**src/hw/rtl/zvc_pkg.sv**
```systemverilog
package zvc_pkg;

  // Stream widths: tdata carries value (63:0) and byte (71:64) on the slave
  // side, byte (7:0) and value (71:8) on the master side.
  localparam int DATA_W = 72;
  localparam int USER_W = 3;

  localparam int VAL_W = 64;
  localparam int BYTE_W = 8;
  localparam int CNT_W = 4;

  // Command codes carried in s_tuser[0].
  localparam logic CMD_ENCODE = 1'b0;
  localparam logic CMD_DECODE = 1'b1;

  // Result kinds carried in m_tuser.
  localparam logic KIND_BYTE = 1'b0;
  localparam logic KIND_VALUE = 1'b1;

  localparam logic [6:0] LOW7 = 7'h7f;
  localparam int GROUP = 7;

  // Byte limits per width.
  localparam logic [CNT_W-1:0] LIMIT_NARROW = 4'd5;
  localparam logic [CNT_W-1:0] LIMIT_WIDE = 4'd10;
  localparam logic [CNT_W-1:0] COUNT_MAX = 4'd9;

  typedef struct packed {
    logic enc_load;   // take a new encode word and emit its first byte
    logic enc_step;   // emit the next byte from the shift register
    logic dec_load;   // fold a decode byte into the accumulator
  } dp_cmd_t;

  typedef struct packed {
    logic enc_more_in;   // incoming value needs more than one byte
    logic enc_more_reg;  // shift register still holds more than one byte
    logic dec_done;      // the incoming decode byte ends the value
  } dp_sts_t;

endpackage

```
**src/hw/rtl/zvc_ctrl.sv**
```systemverilog
module zvc_ctrl
  import zvc_pkg::*;
(
  input  logic    clk,
  input  logic    rst,
  input  logic    s_tvalid,
  input  logic    in_cmd,
  output logic    s_tready,
  output logic    m_tvalid,
  input  logic    m_tready,
  input  dp_sts_t sts,
  output dp_cmd_t cmd
);

  localparam logic ST_IDLE = 1'b0;
  localparam logic ST_ENC = 1'b1;

  logic state;
  logic state_next;
  logic m_tvalid_next;
  logic out_free;
  logic accept;
  logic emit;

  assign out_free = !m_tvalid || m_tready;
  assign s_tready = (state == ST_IDLE) && out_free;
  assign accept = s_tvalid && s_tready;

  assign cmd.enc_load = accept && (in_cmd == CMD_ENCODE);
  assign cmd.dec_load = accept && (in_cmd == CMD_DECODE);
  assign cmd.enc_step = (state == ST_ENC) && out_free;

  assign emit = cmd.enc_load || cmd.enc_step || (cmd.dec_load && sts.dec_done);

  always_comb begin
    if (emit) begin
      m_tvalid_next = 1'b1;
    end else if (m_tready) begin
      m_tvalid_next = 1'b0;
    end else begin
      m_tvalid_next = m_tvalid;
    end
  end

  always_comb begin
    state_next = state;
    unique case (state)
      ST_IDLE: begin
        if (cmd.enc_load && sts.enc_more_in) begin
          state_next = ST_ENC;
        end
      end
      ST_ENC: begin
        if (cmd.enc_step && !sts.enc_more_reg) begin
          state_next = ST_IDLE;
        end
      end
      default: state_next = ST_IDLE;
    endcase
  end

  always_ff @(posedge clk) begin
    if (rst) begin
      state <= ST_IDLE;
      m_tvalid <= 1'b0;
    end else begin
      state <= state_next;
      m_tvalid <= m_tvalid_next;
    end
  end

endmodule

```
**src/hw/rtl/zvc_datapath.sv**
```systemverilog
module zvc_datapath
  import zvc_pkg::*;
(
  input  logic              clk,
  input  logic              rst,
  input  dp_cmd_t           cmd,
  output dp_sts_t           sts,
  input  logic [VAL_W-1:0]  value_in,
  input  logic [BYTE_W-1:0] byte_in,
  input  logic              wide,
  input  logic              signed_mode,
  output logic              kind,
  output logic [BYTE_W-1:0] byte_out,
  output logic [VAL_W-1:0]  value_out,
  output logic              last
);

  logic [VAL_W-1:0] zreg;
  logic [VAL_W-1:0] zin;
  logic [31:0]      n32;
  logic [31:0]      zz32;

  logic [VAL_W-1:0] acc;
  logic [CNT_W-1:0] cnt;
  logic [CNT_W-1:0] count;
  logic [CNT_W-1:0] count_inc;
  logic [6:0]       sh7;
  logic [5:0]       shamt;
  logic [VAL_W-1:0] acc_new;
  logic [VAL_W-1:0] dec_val;
  logic [31:0]      d32;
  logic             emit;

  // Zigzag map of the incoming value.
  assign n32 = value_in[31:0];
  assign zz32 = signed_mode ? ({n32[30:0], 1'b0} ^ {32{n32[31]}}) : n32;

  always_comb begin
    if (wide) begin
      zin = signed_mode ? ({value_in[VAL_W-2:0], 1'b0} ^ {VAL_W{value_in[VAL_W-1]}})
                        : value_in;
    end else begin
      zin = {32'b0, zz32};
    end
  end

  assign sts.enc_more_in = (zin[VAL_W-1:GROUP] != '0);
  assign sts.enc_more_reg = (zreg[VAL_W-1:GROUP] != '0);

  // Decode: byte count saturates at nine, payload lands at count * 7.
  assign count = (cnt > COUNT_MAX) ? COUNT_MAX : cnt;
  assign count_inc = count + 4'd1;
  assign sh7 = {count, 3'b000} - {3'b000, count};
  assign shamt = sh7[5:0];
  assign acc_new = acc | ({{(VAL_W-GROUP){1'b0}}, (byte_in[6:0] & LOW7)} << shamt);

  assign sts.dec_done = !byte_in[7] || (count_inc >= (wide ? LIMIT_WIDE : LIMIT_NARROW));

  assign d32 = signed_mode ? ({1'b0, acc_new[31:1]} ^ {32{acc_new[0]}}) : acc_new[31:0];

  always_comb begin
    if (wide) begin
      dec_val = signed_mode ? ({1'b0, acc_new[VAL_W-1:1]} ^ {VAL_W{acc_new[0]}}) : acc_new;
    end else begin
      dec_val = {{32{signed_mode & d32[31]}}, d32};
    end
  end

  assign emit = cmd.enc_load || cmd.enc_step || (cmd.dec_load && sts.dec_done);

  // Encode shift register; payload, no reset.
  always_ff @(posedge clk) begin
    if (cmd.enc_load) begin
      zreg <= zin >> GROUP;
    end else if (cmd.enc_step) begin
      zreg <= zreg >> GROUP;
    end
  end

  always_ff @(posedge clk) begin
    if (rst) begin
      acc <= '0;
      cnt <= '0;
    end else if (cmd.dec_load) begin
      if (sts.dec_done) begin
        acc <= '0;
        cnt <= '0;
      end else begin
        acc <= acc_new;
        cnt <= count_inc;
      end
    end
  end

  // Output register.
  always_ff @(posedge clk) begin
    if (emit) begin
      if (cmd.enc_load) begin
        kind <= KIND_BYTE;
        byte_out <= {sts.enc_more_in, zin[6:0]};
        value_out <= '0;
        last <= !sts.enc_more_in;
      end else if (cmd.enc_step) begin
        kind <= KIND_BYTE;
        byte_out <= {sts.enc_more_reg, zreg[6:0]};
        value_out <= '0;
        last <= !sts.enc_more_reg;
      end else begin
        kind <= KIND_VALUE;
        byte_out <= '0;
        value_out <= dec_val;
        last <= 1'b1;
      end
    end
  end

endmodule

```
**src/hw/rtl/zigzag_varint_codec.sv**
```systemverilog
// Varint (LEB128) codec with optional zigzag mapping, 32- or 64-bit width.
// Slave channel: one word per item. s_tuser[0] selects encode (0) or decode
// (1), s_tuser[1] picks 64-bit width, s_tuser[2] turns on zigzag mapping.
// s_tdata carries the value to encode in bits 63:0 and the byte to decode
// in bits 71:64.
// Master channel: m_tuser says whether m_tdata holds an encoded byte (0, in
// bits 7:0) or a decoded value (1, in bits 71:8); m_tlast marks the final
// word caused by an input item.
// Encode: the first byte appears in the cycle after acceptance, then one byte
// per cycle while m_tready stays high, so an item gives 1 to 10 bytes; the single output register
// and the shift register, which drops seven bits per byte, set that pace.
// The input stays closed while bytes are left to send.
// Decode: one byte per cycle while the output is free; a value shows in the
// cycle after the byte ending it. A byte that does not end one gives no word.
// Backpressure: while m_tready is low the output word holds and s_tready
// drops once the output register is full.
// Reset (rst, synchronous) clears the decode accumulator and byte count and
// empties the output register.
module zigzag_varint_codec
  import zvc_pkg::*;
(
  input  logic              clk,
  input  logic              rst,
  input  logic              s_tvalid,
  output logic              s_tready,
  input  logic [DATA_W-1:0] s_tdata,   // value_in[63:0], byte_in[71:64]
  input  logic [USER_W-1:0] s_tuser,   // cmd[0], wide[1], signed_mode[2]
  output logic              m_tvalid,
  input  logic              m_tready,
  output logic [DATA_W-1:0] m_tdata,   // byte_out[7:0], value_out[71:8]
  output logic              m_tuser,   // kind[0]
  output logic              m_tlast
);

  dp_cmd_t          cmd;
  dp_sts_t          sts;
  logic [BYTE_W-1:0] byte_out;
  logic [VAL_W-1:0]  value_out;

  // Sequencer: accepts items, paces the encode bytes, owns the output valid.
  zvc_ctrl u_ctrl (
    .clk      (clk),
    .rst      (rst),
    .s_tvalid (s_tvalid),
    .in_cmd   (s_tuser[0]),
    .s_tready (s_tready),
    .m_tvalid (m_tvalid),
    .m_tready (m_tready),
    .sts      (sts),
    .cmd      (cmd)
  );

  // Zigzag mapping, byte shifter, decode accumulator and output register.
  zvc_datapath u_dp (
    .clk         (clk),
    .rst         (rst),
    .cmd         (cmd),
    .sts         (sts),
    .value_in    (s_tdata[VAL_W-1:0]),
    .byte_in     (s_tdata[VAL_W+BYTE_W-1:VAL_W]),
    .wide        (s_tuser[1]),
    .signed_mode (s_tuser[2]),
    .kind        (m_tuser),
    .byte_out    (byte_out),
    .value_out   (value_out),
    .last        (m_tlast)
  );

  assign m_tdata = {value_out, byte_out};

`ifndef SYNTHESIS
  // Input opens only when the output register can take a word.
  a_ready_room: assert property (@(posedge clk) disable iff (rst)
    s_tready |-> (!m_tvalid || m_tready))
    else $error("input accepted with output register full");

  // An accepted encode puts a byte word out on the next cycle.
  a_enc_emits: assert property (@(posedge clk) disable iff (rst)
    (s_tvalid && s_tready && (s_tuser[0] == CMD_ENCODE))
      |=> (m_tvalid && (m_tuser == KIND_BYTE)))
    else $error("encode produced no byte");

  // A decode byte without the continuation bit ends a value.
  a_dec_ends: assert property (@(posedge clk) disable iff (rst)
    (s_tvalid && s_tready && (s_tuser[0] == CMD_DECODE) && !s_tdata[VAL_W+BYTE_W-1])
      |=> (m_tvalid && (m_tuser == KIND_VALUE) && m_tlast))
    else $error("terminating decode byte produced no value");

  // A decoded value is always the final word of its item.
  a_value_last: assert property (@(posedge clk) disable iff (rst)
    (m_tvalid && (m_tuser == KIND_VALUE)) |-> m_tlast)
    else $error("value word without last");
`endif

endmodule
```
**config.mk**
```make
export PLATFORM = sky130hd
export DESIGN_NAME = zigzag_varint_codec
export DESIGN_NICKNAME = d
export VERILOG_FILES = /design/src/hw/rtl/zvc_pkg.sv /design/src/hw/rtl/zvc_ctrl.sv /design/src/hw/rtl/zvc_datapath.sv /design/src/hw/rtl/zigzag_varint_codec.sv
export SDC_FILE = /design/constraint.sdc
export NUM_CORES = 1
export LEC_CHECK = 0
export ABC_AREA = 1
export BUFFER_PORTS_ARGS = -buffer_cell sky130_fd_sc_hd__buf_2
export CAP_MARGIN = 20
export CORE_MARGIN = 2
export CORE_UTILIZATION = 64
export DETAILED_ROUTE_END_ITERATION = 10
export PLACE_DENSITY = 0.87
export SETUP_SLACK_MARGIN = 0.05
export SYNTH_ARGS = -nofsm -noshare
export SYNTH_HDL_FRONTEND = slang
export SYNTH_SLANG_ARGS = --single-unit
```
**constraint.sdc**
```tcl
create_clock -name clk -period 7.2 [get_ports clk]
set_clock_uncertainty 0.1 [all_clocks]
set_input_delay 0.36 -clock clk [delete_from_list [all_inputs] [get_ports clk]]
set_output_delay 0.36 -clock clk [all_outputs]
set_load 0.005 [all_outputs]
```
# Yosys cells after proc, flatten, opt, wreduce, memory -nomap -nowiden
# Cells that the tools add are included.
# op_classes
magnitude_cmp	2
n_shift	1
muxes	22
n_reduce_logical	21
bitwise	8
addsub	2
# op_table
operator	count
64-bit two-way mux	5
57-bit two-way mux	2
57-bit nonzero test	2
32-bit two-way mux	2
64-bit bitwise OR	1
7-bit by 6-bit << shifter with 64-bit output	1
63-bit by 64-bit bitwise XOR with 64-bit output	1
64-bit bitwise XOR	1
31-bit by 32-bit bitwise XOR with 32-bit output	1
32-bit bitwise XOR	1
8-bit two-way mux	2
4-bit two-way mux	3
1-bit logical AND	8
1-bit two-way mux	7
6-bit by 4-bit subtractor with 6-bit output	1
4-bit by 1-bit adder with 4-bit output (second input constant)	1
4-bit greater-or-equal comparator	1
4-bit greater-than comparator (second input constant)	1
1-bit logical NOT	4
1-bit logical OR	4
2-bit nonzero test	2
1-bit inverter	2
1-bit case mux with 2 select lines	1
2-bit OR reduction	1
1-bit AND	1
# word_totals
out_inout_bits	76
elab_cells	65
regBits	201
input_bits	79

# Depth between registers and ports, before layout
# logic_depth
depth_word	9
mapped_depth	17
mapped_depth_nobuf	16

# Modules after synthesis
# Synthesis repeated with hierarchy kept, for this count alone.
# unflattened
cells_unflattened	1635
area_unflattened_um2	12030.3
# by_module_without_submodules
mod	seq_area_each_um2	cells_each	instances	area_each_um2
zvc_datapath	5295.1	1619	1	11918.9
zvc_ctrl	40.0	16	1	111.4

# Least setup slack after synthesis
# Ideal clock, no wire load.
# synth_path
kind	register -> register
start	reg u_dp.cnt[1]
end	reg u_dp.byte_out[0], enable pin
setup_ns	0.762
stages_incl_launch_ff	12
path_buffers	0
slack_ns	3.137
t_arrival_ns	3.202
required_time_ns	6.338
period_less_slack_ns	4.063
path_cell_list	dfxtp_1 > inv_1 > nor2_2 > inv_1 > ha_1 > ha_1 > a21boi_0 > o21a_1 > o21ai_0 > nand2_1 > o21ai_0 > nand2_1
# synth_via
elab_chain_len	7
# synth_rtl
item	line	text
start: declaration	zvc_datapath.sv:24	logic [CNT_W-1:0] cnt;
start signal: assignment	zvc_datapath.sv:90	cnt <= count_inc;
4-bit greater-than comparator	zvc_datapath.sv:51	assign count = (cnt > COUNT_MAX) ? COUNT_MAX : cnt;
4-bit two-way mux *	zvc_datapath.sv:51	
4-bit by 1-bit adder with 4-bit output *	zvc_datapath.sv:52	assign count_inc = count + 4'd1;
4-bit greater-or-equal comparator *	zvc_datapath.sv:57	assign sts.dec_done = !byte_in[7] || (count_inc >= (wide ? LIMIT_WIDE : LIMIT_NARROW));
1-bit logical OR *	zvc_datapath.sv:57	
1-bit logical AND *	--	
1-bit logical OR *	--	
named net u_ctrl.emit	zvc_ctrl.sv:23	logic emit;
end signal: assignment	zvc_datapath.sv:100	byte_out <= {sts.enc_more_in, zin[6:0]};
end signal: assignment	zvc_datapath.sv:105	byte_out <= {sts.enc_more_reg, zreg[6:0]};
end: declaration	zvc_datapath.sv:13	output logic [BYTE_W-1:0] byte_out,
# The timed path passes the listed nets; every way through them passes the cells marked *.
# A chain may end at the register's enable or synchronous reset.

# Worst setup path after layout
# layout_path
start	reg u_dp.cnt[2]
end	reg u_dp.acc[40]
# layout_via
elab_chain_len	6
# layout_rtl
item	line	text
4-bit greater-than comparator	zvc_datapath.sv:51	
4-bit two-way mux *	zvc_datapath.sv:51	
6-bit by 4-bit subtractor with 6-bit output / 4-bit by 1-bit adder with 4-bit output (equally long branches)	zvc_datapath.sv:53, zvc_datapath.sv:52	
7-bit by 6-bit << shifter with 64-bit output / 4-bit greater-or-equal comparator (equally long branches)	zvc_datapath.sv:55, zvc_datapath.sv:57	
64-bit bitwise OR / 1-bit logical OR (equally long branches)	zvc_datapath.sv:55, zvc_datapath.sv:57	
64-bit two-way mux *	zvc_datapath.sv:85	if (sts.dec_done) begin
end signal: assignment	zvc_datapath.sv:89	acc <= acc_new;
end: declaration	zvc_datapath.sv:23	logic [VAL_W-1:0] acc;
# Every way passes the cells marked *; elsewhere a longest branch is shown, timed or not.

==> run metrics <==
reg2reg setup slack 1.91 ns; YS warnings 0; number of global-route vias before repair 10.9k; reg2reg path depth 15; Post-synth EDFFs 131; PostCTS Resize Cnt 0; crit path capture type register; Synth Register Bits 201; DR vias 11.8k; root buffer cell clkbuf_16; GRT Total Usage 31.6%; Ports 155; post-route setup TNS 0 ns; First-pass DRT Iterations 8; clk sinks 201; WL per Instance 16.1 µm; Initial Util 64.9%; Worst VDD drop 159 µV; Setup Fix Bufs, Post-CTS 0; syn nets 1737; first-pass GRT wire length 51.8 mm; Setup violations, final 0; Power Density 254 nW/µm²; CTS tree built; antenna violations before repair 4; Hold WC Path Type primary input to register; area of the multi-input gates 5620 µm²; Slew @ Worst Pin 1.13 ns; DRT Wirelength 32.2 mm; hold endpoint u_ctrl.state; average size of a mapped cell 7.33 µm²; HPWL Detailed 21.4 mm; period utilisation layout 73.5%; met2 WL post-DR 15.4 mm; WL met1 12.9 mm; DRC Markers 0; layout cell share with drive strength beyond 1 13.2%; largest net degree at the start of global routing 91; met3 wire len 2.92 mm; Final ANT Viol Nets 0; outcome completed; RR Startpoint u_dp.cnt[2]; Hold-fix buffers, CTS 0; deepest clock path buffer count 3; maxcap violations 0; uppermost layer routed met5; Core Region 18600 µm²; port bufs 154; worst path required time 7.53 ns; Tot Pwr 3470 µW; Pleak 0.00628 µW; start point of the worst hold path rst; htree depth 1; Core Rows 50; Setup CP Type register to register; relative slew slack 25.0%; CTS clk-pin slew, worst paths 0.06 ns; crit path launch type register; fin nets 1828; drt via density 5.90; drt initial violations 1171; Fin. Hold Viols 0; Fill cells 1472; synthesized area 12100 µm²; GRT Residual Overflow 0; Reg area 5340 µm²; crit path time final 5.29 ns; Gate Count Post-Synth 1652; reg-to-reg endpoint u_dp.acc[40]; P&R area growth vs syn 12.8%; asr flop ratio synth 0%; unrepaired setup endpoints after global routing false; GP Congestion 0.918; clk_lat worst skew 0.51 ns; top_reg_cell synth edfxtp_1; die width 142 µm; CP max FO 37; crit path DAT 5.62 ns; hold path depth 4; Cell variety after synth 37; max-slew violation count 0; die area 20000 µm²; register area share after synthesis 44.1%; Die Y 142 µm; Inserted Clock Buffers 22; max frequency 0.189 GHz
-- metal layers --
layer | track usage (%) | up-vias
met5 | 0 | -
li1 | - | 5713
met3 | 5.53 | 88
met1 | 40.9 | 5355
met2 | 53.0 | 613
met4 | 12.8 | 4
-- power by group --
group          leakage, µW  switching (µW)  total [µW]  internal [µW]
logic              0.00405             634         899            265
registers          0.00185            35.7        1410           1370
clock network     0.000382             471        1170            695
total              0.00628            1140        3470           2330
-- flip-flops by register name (all words and copies together) (netlist names) --
| register | flops |
|---|---|
| u_dp.acc | 64 |
| u_dp.value_out | 64 |
| u_dp.zreg | 57 |
| u_dp.byte_out | 8 |
| u_dp.cnt | 4 |
| u_ctrl.m_tvalid | 1 |
| u_ctrl.state | 1 |
| u_dp.kind | 1 |
| u_dp.last | 1 |
-- critical path, stage by stage (launching register included) --
cell	delay (ns)
dfxtp_1	0.34
o21ai_1	0.56
nand2_1	0.48
inv_2	0.24
ha_1	0.38
ha_1	0.32
a21boi_0	0.13
o21a_1	0.18
o21ai_0	0.15
nand2_1	0.06
o21ai_0	0.34
nand2_1	0.72
inv_1	0.44
buf_4	0.42
o21ai_0	0.16
a21oi_1	0.17
-- how the worst max path moves through the flow --
stage / startpoint / endpoint / slack [ns] / cells after the start
finish: u_dp.cnt[2] / u_dp.acc[40] / 1.91 / 15
global route: u_dp.cnt[2] / u_dp.acc[34] / 1.39 / 15
CTS: u_dp.cnt[2] / u_dp.acc[40] / 2.02 / 15
detailed placement: u_dp.cnt[1] / u_dp.acc[40] / 2.07 / 15
global placement: u_dp.cnt[1] / u_dp.acc[18] / 2.34 / 15
floorplan: u_dp.cnt[1] / u_dp.byte_out[0] / 3.14 / 11
-- metrics by stage --
step	area, µm²	cells	hold slack [ns]	setup slack [ns]	util, %
after floorplan	12100	1652	0.329	3.14	-
after global placement	12900	1952	0.341	2.34	69.1
after detailed placement	12900	1953	0.348	2.07	69.2
after CTS	13600	1993	0.0833	2.02	73.2
after global routing	13700	1994	0.116	1.39	73.2
final	13700	1996	0.0752	1.91	73.3
-- kinds of logic after synthesis --
| group | share of synthesized area, % |
|---|---|
| adder cells (fa/ha/maj) | 0.620 |
| flip-flops | 44.1 |
| AND/OR/NAND/NOR | 28.3 |
| buffers and inverters | 9.86 |
| XOR/XNOR | 2.95 |
| AO/OA/AOI/OAI | 14.2 |
-- synth_stat cells, drive strengths merged (3+ instances only) --
master | instances | area (µm²)
a211oi | 25 | 188
a21oi | 96 | 480
a22oi | 4 | 30.0
a31oi | 22 | 138
buf | 41 | 218
clkbuf | 63 | 236
dfxtp | 70 | 1400
edfxtp | 131 | 3930
ha | 6 | 75.1
inv | 196 | 736
nand2 | 453 | 1710
nand3 | 195 | 981
nand4 | 44 | 275
nor2 | 95 | 364
nor3 | 5 | 25.0
nor4 | 9 | 56.3
o211a | 15 | 150
o21ai | 127 | 639
o221ai | 6 | 52.6
o22ai | 3 | 18.8
or2 | 3 | 18.8
xnor2 | 27 | 236
xor2 | 12 | 120
-- area by class of cell --
cell class | instances | area share, %
Sequential cell | 201 | 39.1
Timing Repair Buffer | 171 | 6.65
Tap cell | 234 | 2.14
Clock buffer | 27 | 4.62
Inverter | 197 | 5.41
Multi-Input combinational cell | 1150 | 41.2
Antenna cell | 3 | 0.0550
Clock inverter | 13 | 0.880
-- layout by cell type, fill, tap and decap left out, drive strengths merged --
| cell | Yosys | final |
|---|---|---|
| nand3 | 195 | 195 |
| clkbuf | 63 | 27 |
| nand2 | 453 | 453 |
| nand4 | 44 | 44 |
| clkinv | 1 | 10 |
| nor3 | 5 | 5 |
| diode | 0 | 3 |
| nor2 | 95 | 95 |
| o21ai | 127 | 127 |
| dfxtp | 70 | 70 |
| inv | 196 | 198 |
| a31oi | 22 | 22 |
| or2 | 3 | 3 |
| xor2 | 12 | 12 |
| ha | 6 | 6 |
| a21boi | 1 | 1 |
| o211a | 15 | 15 |
| bufinv | 0 | 2 |
| a211oi | 25 | 25 |
| o22ai | 3 | 3 |
| edfxtp | 131 | 131 |
| xnor2 | 27 | 27 |
| buf | 41 | 171 |
| o211ai | 1 | 1 |
| a22oi | 4 | 4 |
| o21a | 1 | 1 |
| nor4 | 9 | 9 |
| a21oi | 96 | 96 |
| o221ai | 6 | 6 |
No activity file was read; power rests on OpenSTA's default activity.
